File: src/hdl/d2i_pkg.sv
package d2i_pkg;
   localparam logic [10:0] EXP_ALL_ONES = 11'h7ff;
   localparam logic [10:0] EXP_BIAS     = 11'd1023;
   localparam logic [10:0] EXP_SAT      = 11'd1086;
   localparam logic [10:0] EXP_SHL      = 11'd1075;
   localparam logic [1:0]  TAG_INT      = 2'd0;
   localparam logic [1:0]  TAG_FLOAT    = 2'd1;
   localparam logic [1:0]  FUNC_I32     = 2'd0;

   // result classes decided in stage one
   typedef enum logic [1:0] {
      CLS_ZERO  = 2'd0,
      CLS_SHIFT = 2'd1,
      CLS_SAT   = 2'd2,
      CLS_PASS  = 2'd3
   } cls_type;
endpackage

File: src/hdl/double_to_integer_converter.sv
// A request passes through the stage one, two and three registers to rsp valid.
// Throughput: one item per cycle; the three-stage pipeline advances as one
// unit whenever the output stage is empty or being taken.
// Reset: synchronous, active high; clears the stage valid bits only.
module double_to_integer_converter (
   input  logic        clock,
   input  logic        reset,
   input  logic        req_valid,
   output logic        req_stall,
   input  logic [1:0]  req_func,
   input  logic [1:0]  req_tag,
   input  logic [63:0] req_float_bits,
   input  logic signed [31:0] req_int_payload,
   output logic        rsp_valid,
   input  logic        rsp_stall,
   output logic signed [63:0] rsp_value,
   output logic        rsp_error
);
   logic advance;
   logic v1_ff, v2_ff, v3_ff;

   // stage one registers
   d2i_pkg::cls_type cls1_ff, cls1_in;
   logic        neg1_ff, err1_ff, i32_1_ff, left1_ff;
   logic [52:0] mant1_ff;
   logic [5:0]  sh1_ff, sh1_in;
   logic [31:0] ip1_ff;

   // stage two registers
   logic [63:0] mag2_ff, mag2_in;
   d2i_pkg::cls_type cls2_ff;
   logic        neg2_ff, err2_ff, i32_2_ff;
   logic [31:0] ip2_ff;

   // stage three registers
   logic [63:0] val3_ff, val3_in;
   logic        err3_ff;

   logic [10:0] e;
   logic        mant_nz;
   logic [11:0] rsh;
   logic [11:0] lsh;

   assign advance   = !v3_ff || !rsp_stall;
   assign req_stall = !advance;
   assign rsp_valid = v3_ff;
   assign rsp_value = val3_ff;
   assign rsp_error = err3_ff;

   // classify and compute the shift amount
   always_comb begin
      e       = req_float_bits[62:52];
      mant_nz = req_float_bits[51:0] != 52'd0;
      rsh     = {1'b0, d2i_pkg::EXP_SHL} - {1'b0, e};
      lsh     = {1'b0, e} - {1'b0, d2i_pkg::EXP_SHL};
      cls1_in = d2i_pkg::CLS_SHIFT;
      sh1_in  = 6'd0;
      if (req_tag == d2i_pkg::TAG_INT) begin
         cls1_in = d2i_pkg::CLS_PASS;
      end else if (req_tag != d2i_pkg::TAG_FLOAT) begin
         cls1_in = d2i_pkg::CLS_ZERO;
      end else if (req_func[1]) begin
         if (e == d2i_pkg::EXP_ALL_ONES && mant_nz) cls1_in = d2i_pkg::CLS_ZERO;
         else if (e >= d2i_pkg::EXP_SAT) cls1_in = d2i_pkg::CLS_SAT;
      end else if (e == d2i_pkg::EXP_ALL_ONES) begin
         cls1_in = d2i_pkg::CLS_ZERO;
      end
      if (cls1_in == d2i_pkg::CLS_SHIFT) begin
         if (e < d2i_pkg::EXP_BIAS) cls1_in = d2i_pkg::CLS_ZERO;
         else if (e >= d2i_pkg::EXP_SHL) begin
            if (lsh >= 12'd64) cls1_in = d2i_pkg::CLS_ZERO;
            else sh1_in = lsh[5:0];
         end else sh1_in = rsh[5:0];
      end
   end

   // shift the mantissa into place
   always_comb begin
      if (left1_ff) mag2_in = {11'd0, mant1_ff} << sh1_ff;
      else          mag2_in = {11'd0, mant1_ff} >> sh1_ff;
   end

   // apply sign, width and saturation, or select zero or the integer payload
   always_comb begin
      logic [63:0] r;
      r = neg2_ff ? (64'd0 - mag2_ff) : mag2_ff;
      if (i32_2_ff) r = {{32{r[31]}}, r[31:0]};
      case (cls2_ff)
         d2i_pkg::CLS_ZERO:  val3_in = 64'd0;
         d2i_pkg::CLS_SAT:   val3_in = neg2_ff ? {1'b1, 63'd0} : {1'b0, {63{1'b1}}};
         d2i_pkg::CLS_PASS:  val3_in = {{32{ip2_ff[31]}}, ip2_ff};
         d2i_pkg::CLS_SHIFT: val3_in = r;
         default:            val3_in = 64'd0;
      endcase
   end

   // advance valid bits
   always_ff @(posedge clock) begin
      if (reset) begin
         v1_ff <= 1'b0;
         v2_ff <= 1'b0;
         v3_ff <= 1'b0;
      end else if (advance) begin
         v1_ff <= req_valid;
         v2_ff <= v1_ff;
         v3_ff <= v2_ff;
      end
   end

   // advance payload
   always_ff @(posedge clock) begin
      if (advance) begin
         cls1_ff  <= cls1_in;
         sh1_ff   <= sh1_in;
         left1_ff <= req_float_bits[62:52] >= d2i_pkg::EXP_SHL;
         mant1_ff <= {1'b1, req_float_bits[51:0]};
         neg1_ff  <= req_float_bits[63];
         err1_ff  <= req_tag != d2i_pkg::TAG_INT && req_tag != d2i_pkg::TAG_FLOAT;
         i32_1_ff <= req_func == d2i_pkg::FUNC_I32;
         ip1_ff   <= req_int_payload;
         mag2_ff  <= mag2_in;
         cls2_ff  <= cls1_ff;
         neg2_ff  <= neg1_ff;
         err2_ff  <= err1_ff;
         i32_2_ff <= i32_1_ff;
         ip2_ff   <= ip1_ff;
         val3_ff  <= val3_in;
         err3_ff  <= err2_ff;
      end
   end
endmodule

File: config.mk
export PLATFORM = sky130hd
export DESIGN_NAME = double_to_integer_converter
export DESIGN_NICKNAME = d
export VERILOG_FILES = /design/src/hdl/d2i_pkg.sv /design/src/hdl/double_to_integer_converter.sv
export SDC_FILE = /design/constraint.sdc
export NUM_CORES = 1
export LEC_CHECK = 0
export BUFFER_PORTS_ARGS = -buffer_cell sky130_fd_sc_hd__buf_2
export CORE_MARGIN = 2
export CORE_UTILIZATION = 28
export DETAILED_ROUTE_END_ITERATION = 12
export PLACE_DENSITY = 0.5
export SYNTH_ARGS = -nofsm -noshare
export SYNTH_HDL_FRONTEND = slang
export SYNTH_SLANG_ARGS = --single-unit
File: constraint.sdc
create_clock -name clock -period 8.7 [get_ports clock]
set_input_delay 0.87 -clock clock [delete_from_list [all_inputs] [get_ports clock]]
set_output_delay 0.87 -clock clock [all_outputs]
set_load 0.02 [all_outputs]
Word level (Yosys, flattened, before mapping)

Cells that the tools add are included.

Input bits: 104
RAM bits: 0
Register bits after elaboration: 265
ROM bits: 0
Output and inout bits: 67
Logic and storage cells: 64
Memories kept: 0
Latch bits: 0

Add/sub/neg operators: 3
Equality and inequality tests: 6
Reduce and logical (&&, ||, !) cells: 12
Mux-type cells: 17
Bitwise operators: 1
Multipliers: 0
Shifts and indexed selects: 2
Divide/modulo/power cells: 0
$lt $le $gt $ge: 4

Operator list:

| operator                                                           | number |
|---|---|
| two-way mux 64 bit                                                 | 4 |
| one-hot mux 64 bit (4 select lines)                                | 1 |
| << shifter 53 x 6 -> 64 bit                                        | 1 |
| >> shifter 53 x 6 -> 64 bit                                        | 1 |
| subtractor 1 x 64 -> 64 bit, first input constant                  | 1 |
| nonzero test 52 bit                                                | 1 |
| greater-or-equal comparator 11 bit, second input constant          | 2 |
| two-way mux 2 bit                                                  | 9 |
| greater-or-equal comparator 12 x 7 -> 1 bit, second input constant | 1 |
| two-way mux 6 bit                                                  | 2 |
| subtractor 11 x 11 -> 12 bit, second input constant                | 1 |
| equality test 11 bit, second input constant                        | 1 |
| < comparator 11 x 10 -> 1 bit, second input constant               | 1 |
| zero test 2 bit                                                    | 3 |
| subtractor 6 bit, first input constant                             | 1 |
| equality test 2 x 1 -> 1 bit, second input constant                | 2 |
| equality test 2 bit, second input constant                         | 2 |
| zero test 1 bit                                                    | 3 |
| logical AND 1 bit                                                  | 2 |
| != test 2 x 1 -> 1 bit, second input constant                      | 1 |
| nonzero test 2 bit                                                 | 1 |
| OR reduction 2 bit                                                 | 1 |
| logical OR 1 bit                                                   | 1 |
| two-way mux 1 bit                                                  | 1 |
| inverter 1 bit                                                     | 1 |

Longest topological paths before layout

Gate-level depths: netlist of run 1.

Depth after elaboration: 10
Mapped depth: 10
Gate-level depth less buffers: 8

Least setup slack after synthesis of run 1

Ideal clock, no wire load.

Path type: in2out
From: input port rsp_stall
To: output port req_stall
Cell stages on the path: 2
Data arrival time: 7.767 ns
Buffers on the path: 0
Required time: 7.830 ns
Path slack: 0.063 ns
Cells stage by stage: nand2_1 > inv_1

Cells in the longest elaborated chain, start to end: 3

RTL lines:

| item             | RTL line                          | RTL |
|---|---|---|
| start, declared  | double_to_integer_converter.sv:15 | `input logic rsp_stall,` |
| zero test 1 bit  | double_to_integer_converter.sv:44 | `assign advance = !v3_ff \|\| !rsp_stall;` |
| logical OR 1 bit | double_to_integer_converter.sv:44 |  |
| zero test 1 bit  | double_to_integer_converter.sv:45 | `assign req_stall = !advance;` |
| end, declared    | double_to_integer_converter.sv:9  | `output logic req_stall,` |

No other way between the ends.

Worst setup path in the final report of run 1

From: register sh1_ff[0]
To: register mag2_ff[14] (data pin)

Cells in the longest elaborated chain, start to end: 2
Elaborated cells on any way between the ends: 3

RTL lines:

| item                                                                              | RTL line                                                             | RTL |
|---|---|---|
| start, declared                                                                   | double_to_integer_converter.sv:26                                    | `logic [5:0] sh1_ff, sh1_in;` |
| start signal, assigned                                                            | double_to_integer_converter.sv:114                                   | `sh1_ff <= sh1_in;` |
| >> shifter 53 x 6 -> 64 bit / << shifter 53 x 6 -> 64 bit (equally long branches) | double_to_integer_converter.sv:80, double_to_integer_converter.sv:79 |  |
| two-way mux 64 bit (*)                                                            | double_to_integer_converter.sv:79                                    | `if (left1_ff) mag2_in = {11'd0, mant1_ff} << sh1_ff;` |
| via mag2_in[14]                                                                   | double_to_integer_converter.sv:30                                    | `logic [63:0] mag2_ff, mag2_in;` |
| end signal, assigned                                                              | double_to_integer_converter.sv:121                                   | `mag2_ff <= mag2_in;` |
| end, declared                                                                     | double_to_integer_converter.sv:30                                    |  |

Mark *: on every way through the listed nets, which the timed path passes. The rest lies on a longest branch.
A chain may end at the register's enable or synchronous reset.

==> metrics, run 1 <==
first-pass GRT wire length=102 mm; die width=257 um; total global routing overflow=0; CTS Sinks=265; FMAX=234 MHz; Top cell by count, worst path=nor2_1; Critical Path AT=4.56 ns; most frequent cell after synthesis=edfxtp_1; initial antenna violation count=3; IO Port Bufs=170; IO Pins=171; Final Cycle Share=49.1%; pin count of the biggest net entering global routing=160; ANT nets after route=0; GRT Overall Usage=20.5%; cts repair resizes=0; Cell Area, Synth=0.0179 mm^2; CP endpoint kind=flip-flop; Synth area leaders=edfxtp_1 44%, mux4_2 13%, mux2i_1 4.2%; Post-Syn Nets=1,725; root buf cell=clkbuf_16; antenna cell count=0; row cnt=92; Clock transition at path regs=0.06 ns; max_slew headroom=20.6%; Routed WL per cell=26.7 um; Vias/cell=5.81; layout filler cell count=6,477; Synth Flop Type=edfxtp_1; leading area contributor after synthesis=edfxtp_1; CP max stage delay=0.91 ns; ys async rst share=0%; H-tree Lvls=2; # Post-CTS Setup Buffers=0; total routed wirelength=68.9 mm; slowest CP cell=buf_4; Cell variety after synth=81; CP max FO=60; Post-CTS Hold Fix Bufs=0; final setup fails=0; vias in the first global route=14,491; drt pass-1 iters=6; flop-to-flop setup slack=4.42 ns; yosys warns=0; vias=15,002; hold violation total from the final report=0; status=completed; crit-path cells=buf_4, mux4_2, mux2i_1, nor2_1, nor2_1, o22ai_1, a221o_1; Layout Nets=1,820; Overall Power=4080 uW; clk_skew=0.0176 ns; DRC errors left=0; Syn Area/Cell=11.1 um^2; CTS tree=built; Max-Cap Viols=0; critical path startpoint category=flip-flop; VDD IR max=119 uV; die area=0.0660 mm^2; layout cell share with drive strength beyond 1=25.0%; commonest cells in the netlist=262 x edfxtp_1, 168 x nor2_1, 133 x a21oi_1; Final Wtd Congestion=0.950; Post-Synthesis Cells=1,615; setup TNS=0 ns; initial core utilization=28.4%; crit path time final=4.28 ns; Least-Margin Pin Slew=1.19 ns; sequential share of the synthesized area=44.2%; Slew Limit Fails=0; Pleak=0.00756 uW; die height=257 um; PwrDens=198 mW/mm^2; Iter 0 DRT Violations=1,802; sequential cell area=0.00793 mm^2; Num CTS Buffers=34; RSZ-0062 raised after global routing=no; Synth top area share=43.9%; CP Class=reg2reg; Non-Filler Instances=2,581; DP HPWL=50.3 mm; flops & latches, synth=265; Core ar.=0.0632 mm^2; Skew-Pair Late Insertion Delay=0.56 ns; DP Cell Count=2,520; footprint of the multi-input gates=0.00939 mm^2; Worst Hold Class=reg2reg; Area Growth Syn to Fin=15.2%; CTS Buffer Depth=3; Post-synth EDFFs=262; critical path required time=8.98 ns
cell type report:
class	count	area share, %
Clock buffer	42	4.37
Clock inverter	19	1.01
Inverter	20	0.364
Multi-Input combinational cell	1191	45.5
Sequential cell	265	38.4
Tap cell	846	5.13
Timing Repair Buffer	198	5.26
final timing paths:
check / cells past startpoint / start / endpoint
worst max register to register: 7 / sh1_ff[0] / mag2_ff[14]
worst max-delay path: 7 / sh1_ff[0] / mag2_ff[14]
worst min-delay path: 0 / err2_ff / rsp_error
worst min register to register: 0 / err2_ff / rsp_error
per-stage QoR:
step | area, um^2 | hold slack, ns | setup WS (ns) | utilization, %
global route | 20600 | 0.422 | 4.22 | 32.7
floorplan | 17900 | 0.400 | 0.0628 | -
global placement | 19500 | 0.402 | 4.56 | 30.9
detailed placement | 19500 | 0.405 | 4.46 | 30.9
CTS | 20600 | 0.417 | 4.44 | 32.7
finish | 20600 | 0.417 | 4.42 | 32.7
registers in the layout (all words and copies together), names as in the netlist:
signal and flops:
cls1_ff 2, sh1_ff 6, err1_ff 1, ip1_ff 32, cls2_ff 2, i32_2_ff 1, rsp_value 64, mant1_ff 52
left1_ff 1, neg2_ff 1, i32_1_ff 1, rsp_valid 1, v1_ff 1, rsp_error 1, neg1_ff 1, v2_ff 1
err2_ff 1, mag2_ff 64, ip2_ff 32
cell usage in the layout (no fill, tap or decap), types with 7 or more instances in the layout:
| cell | synthesis | layout |
|---|---|---|
| a211oi_1 | 12 | 12 |
| a21o_1 | 7 | 7 |
| a21oi_1 | 133 | 133 |
| a22oi_1 | 11 | 11 |
| a2bb2oi_1 | 9 | 9 |
| a31oi_1 | 11 | 11 |
| buf_2 | 15 | 170 |
| buf_4 | 1 | 26 |
| clkbuf_1 | 96 | 7 |
| clkbuf_16 | 0 | 35 |
| edfxtp_1 | 262 | 262 |
| inv_1 | 17 | 17 |
| mux2_2 | 41 | 41 |
| mux2i_1 | 76 | 76 |
| mux4_2 | 106 | 106 |
| nand2_1 | 104 | 103 |
| nand2b_1 | 7 | 7 |
| nand3_1 | 34 | 34 |
| nand4_1 | 10 | 10 |
| nor2_1 | 168 | 164 |
| nor2b_1 | 10 | 10 |
| nor3_1 | 19 | 19 |
| nor4_1 | 21 | 21 |
| o211ai_1 | 12 | 12 |
| o21ai_0 | 76 | 76 |
| o221ai_1 | 26 | 26 |
| o22a_1 | 16 | 16 |
| o22ai_1 | 44 | 44 |
| o31ai_1 | 23 | 23 |
| o41ai_1 | 14 | 14 |
| or2_2 | 13 | 13 |
| or3_1 | 13 | 13 |
| or4_1 | 14 | 14 |
| xor2_1 | 61 | 61 |
power by group:
group,internal (uW),switching [uW]
combinational,336,597
sequential,1580,145
clock,835,585
worst max-delay path, delay by kind of cell (launching register included):
| kind | cells | cell delay (ns) |
|---|---|---|
| AND/OR/NAND/NOR | 2 | 0.55 |
| buffers and inverters | 1 | 0.91 |
| multiplexers | 2 | 1.11 |
| flip-flops | 1 | 0.87 |
| AO/OA/AOI/OAI | 2 | 0.53 |
logic make-up (layout without fill, tap and decap cells):
family	after synthesis	after routing	synth area share, %
compound gates	450	450	16.5
xor+xnor	66	66	3.23
fa+ha+maj	6	6	0.419
buf+inv	159	279	3.46
flops	265	265	44.2
mux	223	223	20.1
simple gates	446	446	12.0
metal layers:
metal | global-route usage [%] | part of all wire, %
met1 | 28.1 | 42
met2 | 32.5 | 47
met3 | 4.14 | 8.6
met4 | 6.02 | 2.7
met5 | 0 | 0.017
Power figures use the tool's default switching activity.
==> run 2, diff against run 1 <==
--- a/config.mk
+++ b/config.mk
@@ -9,7 +9,7 @@
 export CORE_MARGIN = 2
 export CORE_UTILIZATION = 28
 export DETAILED_ROUTE_END_ITERATION = 12
-export PLACE_DENSITY = 0.5
+export PLACE_DENSITY = 0.51
 export SYNTH_ARGS = -nofsm -noshare
 export SYNTH_HDL_FRONTEND = slang
 export SYNTH_SLANG_ARGS = --single-unit
==> constraint.sdc (replaced) <==
create_clock -name clock -period 3.75 [get_ports clock]
set_input_delay 0.375 -clock clock [delete_from_list [all_inputs] [get_ports clock]]
set_output_delay 0.375 -clock clock [all_outputs]
set_load 0.02 [all_outputs]
==> run 2 against run 1 <==
  * Register-to-register slack got worse by 4.0 ns
  * Sequential power up 130%
  * Count of clock-buffer cells in the layout down 3
  * Flip-flop and latch count stayed put
  * Largest power group unchanged
  * Clock power grew 130%
  * Routed wire length decreased by 0.67%
  * Largest cell class unchanged
  * Worst hold slack lost 0.40 ns
  * Critical path type unchanged
==> metrics, run 2 (synthesis results as in run 1) <==
first-pass GRT wire length=102 mm; Slew Limit Fails=0; die width=257 um; crit-path cells=buf_12, mux4_2, mux2i_1, o21ai_0, a22oi_1, o221ai_1; Final Cycle Share=89.9%; DP HPWL=51.3 mm; root buf cell=clkbuf_16; flop-to-flop setup slack=0.38 ns; CP max FO=28; row cnt=92; FMAX=297 MHz; VDD IR max=311 uV; vias in the first global route=15,132; Buffers & Inverters on Critical Path=1; max_slew headroom=19.0%; WHS Endpoint=mant1_ff[45]; CP endpoint kind=flip-flop; crit-path leading delay family=multiplexers; Worst Hold Class=in2reg; GR Util met1=27.8%; Clock transition at path regs=0.06 ns; fin area=0.0219 mm^2; PwrDens=435 mW/mm^2; worst r2r dst=mag2_ff[33]; IO Pins=171; ANT nets after route=0; CP Class=reg2reg; Post-DP Area=0.0201 mm^2; initial core utilization=28.4%; Pleak=0.00817 uW; setup TNS=0 ns; layout cell share with drive strength beyond 1=26.5%; Area Growth Syn to Fin=22.2%; crit path time final=3.37 ns; H-tree Lvls=2; die height=257 um; Iter 0 DRT Violations=1,620; clk_skew=0.0315 ns; final setup fails=0; worst r2r path cells=6; DRC errors left=0; Max-Cap Viols=0; Routed WL per cell=25.2 um; Hold Crit Start=req_float_bits[45]; antenna cell count=0; Vias/cell=5.68; Layout Nets=1,956; GRT Overall Usage=20.2%; hold violation total from the final report=0; total routed wirelength=68.4 mm; initial antenna violation count=1; Final Wtd Congestion=0.967; worst r2r src=sh1_ff[0]; pin count of the biggest net entering global routing=99; RSZ-0062 raised after global routing=no; Hold Crit Depth=1; CTS Buffer Depth=3; vias=15,438; critical path required time=4.00 ns; CP max stage delay=0.91 ns; Critical Path AT=3.63 ns; most frequent cells in the layout=262 x edfxtp_1, 170 x buf_2, 165 x nor2_1; GR met2 Demand/Resource=31.8%; met3 usage=3.50%; Skew-Pair Late Insertion Delay=0.58 ns; total global routing overflow=0; gr busiest metal=met2; IO Port Bufs=170; Least-Margin Pin Slew=1.20 ns; CTS tree=built; CTS Sinks=265; critical path startpoint category=flip-flop; Core ar.=0.0632 mm^2; slowest CP cell=edfxtp_1; drt pass-1 iters=6; die area=0.0660 mm^2; Num CTS Buffers=34; WP depth=6; commonest non-fill, non-tap cell in the layout=edfxtp_1; Overall Power=9520 uW; status=completed
==> run 2: timing repair <==
action                                 in CTS  in global routing
endpoints found under the hold margin      76                  0
setup buffers                               0                  0
hold buffers                               74                  0
resized for setup                           0                  0
==> run 2: cell type report <==
type / count / area (um^2)
Fill cell: 6343 / 41300
Multi-Input combinational cell: 1191 / 9400
Sequential cell: 265 / 7930
Timing Repair Buffer: 334 / 2350
Tap cell: 846 / 1060
Clock buffer: 39 / 870
Clock inverter: 23 / 218
Inverter: 20 / 75.1
==> run 2: per-layer routing <==
metal,wire length (um),vias up
met3,4990,144
met4,2400,2
li1,-,6861
met5,18,-
met2,31300,783
met1,29600,7648
==> run 2: worst register-to-register path, cell delays in order, from the launching register on <==
cell	delay (ns)
edfxtp_1	0.91
buf_12	0.32
mux4_2	0.52
mux2i_1	0.45
o21ai_0	0.39
a22oi_1	0.28
o221ai_1	0.20
==> run 2: metrics by stage <==
step                      utilization, %  worst slack (ns)  hold WS, ns  instances
after floorplan                        -             0.603        0.400       1615
after global placement              31.8             0.482        0.401       2582
after detailed placement            31.8             0.486        0.405       2582
after CTS                           34.7             0.477      0.00116       2718
after global routing                34.7             0.267     0.000207       2718
final                               34.7             0.377       0.0145       2718
==> run 2: how the worst max path moves through the flow <==
| stage | slack, ns | endpoint | from |
|---|---|---|---|
| CTS | 0.48 | mag2_ff[33] | sh1_ff[0] |
| global route | 0.27 | mag2_ff[53] | sh1_ff[0] |
| detailed placement | 0.49 | mag2_ff[33] | sh1_ff[0] |
| global placement | 0.48 | mag2_ff[33] | sh1_ff[0] |
| finish | 0.38 | mag2_ff[33] | sh1_ff[0] |
| floorplan | 0.60 | v1_ff | rsp_valid |
==> run 2: report_power, final <==
group          internal (uW)  switching, uW  total (uW)
sequential              3670            357        4030
clock                   1840           1370        3210
combinational            891           1400        2290
==> run 3, diff against run 2 <==
--- a/config.mk
+++ b/config.mk
@@ -5,6 +5,7 @@
 export SDC_FILE = /design/constraint.sdc
 export NUM_CORES = 1
 export LEC_CHECK = 0
+export ABC_AREA = 1
 export BUFFER_PORTS_ARGS = -buffer_cell sky130_fd_sc_hd__buf_2
 export CORE_MARGIN = 2
 export CORE_UTILIZATION = 28
==> run 3 against run 2 <==
  * Non-clock buffer count shrank 28
  * Synthesized cell count grew 61%
  * Routed wire length rose by 8.4%
  * Critical endpoint is now mag2_ff[34]
  * Cell area is 0.21% higher
  * Register-to-register slack improved by 0.66 ns
  * Via count grew 23%
  * Cell count is 35% higher
  * Clock skew is 0.014 ns lower
  * Die area is 2.7% higher
  * Worst hold slack gained 0.029 ns
==> metrics, run 3 <==
status=completed; Critical Path AT=3.14 ns; vias in the first global route=17,912; Slew Limit Fails=0; DRC errors left=0; Worst Hold Class=in2reg; Synth area leaders=edfxtp_1 43%, nand2_1 20%, nand3_1 16%; initial antenna violation count=0; # Post-CTS Setup Buffers=0; pin count of the biggest net entering global routing=115; critical path startpoint category=flip-flop; Routed WL per cell=20.2 um; GR met2 Demand/Resource=35.0%; Hold Crit Depth=3; Core ar.=0.0647 mm^2; Post-synth EDFFs=262; layout cell share with drive strength beyond 1=11.2%; Top cell by count, worst path=nand3_1; Vias/cell=5.18; met3 usage=2.50%; H-tree Lvls=1; gr busiest metal=met2; CP max FO=53; ys async rst share=0%; Post-Synthesis Cells=2,601; Max-Cap Viols=0; Buffers & Inverters on Critical Path=2; flops & latches, synth=265; hold violation total from the final report=0; VDD IR max=346 uV; CP endpoint kind=flip-flop; Final Wtd Congestion=0.992; Synth top area share=42.8%; row cnt=93; FMAX=369 MHz; crit-path leading delay family=buffers and inverters; Area Growth Syn to Fin=19.2%; crit path time final=2.71 ns; final setup fails=0; die area=0.0678 mm^2; DP HPWL=56.7 mm; root buf cell=clkbuf_16; Post-Syn Nets=2,711; initial core utilization=28.4%; drt pass-1 iters=6; leading area contributor after synthesis=edfxtp_1; antenna cell count=0; yosys warns=0; setup TNS=0 ns; Skew-Pair Late Insertion Delay=0.60 ns; Least-Margin Pin Slew=1.12 ns; PwrDens=440 mW/mm^2; Cell variety after synth=43; slowest CP cell=buf_4; IO Pins=171; Iter 0 DRT Violations=2,249; CP max stage delay=0.64 ns; critical path required time=4.18 ns; CTS Sinks=265; total routed wirelength=74.1 mm; die height=260 um; Synth Flop Type=edfxtp_1; CTS Buffer Depth=3; post-layout utilization of the core=33.9%; vias=19,006; Final Cycle Share=72.2%; max_slew headroom=25.1%; sequential share of the synthesized area=43.1%; IO Port Bufs=170; Num CTS Buffers=31; WP depth=8; Pleak=0.00997 uW; ANT nets after route=0; RSZ-0062 raised after global routing=no; GR Util met1=29.5%; die width=260 um; Syn Area/Cell=7.08 um^2; clk_skew=0.0179 ns; Clock transition at path regs=0.07 ns; CP Class=reg2reg; total global routing overflow=0; GRT Overall Usage=21.5%; Cell Area, Synth=0.0184 mm^2; CTS tree=built; most frequent cells in the layout=956 x nand2_1, 588 x nand3_1, 262 x edfxtp_1; commonest cells in the netlist=957 x nand2_1, 588 x nand3_1, 262 x edfxtp_1; worst r2r path cells=8; first-pass GRT wire length=111 mm; commonest non-fill, non-tap cell in the layout=nand2_1; crit-path cells=buf_4, buf_4, o211ai_1, nand3_1, nand2_1, nand2_1, nand3_1, nand3_1; Layout Nets=2,901; most frequent cell after synthesis=nand2_1
[run 3: layout make-up]
cell class | instances | area [um^2]
inverters | 146 | 553
fillers | 7043 | 42800
clock buffers | 37 | 798
well taps | 855 | 1070
multi-input cells | 2041 | 9250
clock inverters | 21 | 189
repair buffers | 306 | 2150
flip-flops and latches | 265 | 7930
[run 3: through the flow]
stage                     hold WS, ns  setup slack (ns)  total power, uW  instances  area (um^2)
final                          0.0439              1.04             9660       3671        21900
after global routing           0.0395             0.899            10200       3671        21900
after CTS                      0.0164              1.11             9740       3671        21900
after detailed placement        0.405              1.12             6670       3526        20100
after global placement          0.402              1.11             6670       3526        20100
after floorplan                 0.400             0.572             5630       2601        18400
[run 3: power breakdown]
group / switching [uW] / total [uW] / internal, uW
sequential: 340 / 4060 / 3720
clock: 1270 / 2950 / 1670
combinational: 1850 / 2660 / 806
[run 3: cells by family (layout without fill, tap and decap cells)]
kind of cell	after synthesis	count (layout)	synth area share (%)
and+or+nand+nor	1812	1812	42.4
buffers and inverters	295	510	6.82
DFF	265	265	43.1
AOI/OAI and AO/OA	217	217	6.96
adders and majority gates	6	6	0.408
xor gates and xnor gates	5	5	0.238
muxes	1	1	0.0544
[run 3: worst reg2reg max path: cells and delay by family (launching register included)]
kind | cells | cell delay [ns]
compound gates | 1 | 0.26
buf+inv | 2 | 1.15
simple gates | 5 | 0.77
flops | 1 | 0.37
[run 3: metal layers]
layer | part of all wire (%) | vias to the layer above
met2 | 46 | 774
met3 | 6.0 | 122
met4 | 3.7 | 0
li1 | - | 9219
met1 | 44 | 8891
met5 | 0 | -
[run 3: final timing paths]
path             start     endpoint  slack, ns
min reg2reg  ip1_ff[1]    ip2_ff[1]       0.42
max          sh1_ff[2]  mag2_ff[34]       1.04
max reg2reg  sh1_ff[2]  mag2_ff[34]       1.04
min          req_valid        v1_ff       0.04
[run 3: timing repair]
action	4_1_cts	5_1_grt
hold endpoints to repair	89	0
gates resized for setup	0	0
hold buffers	87	0
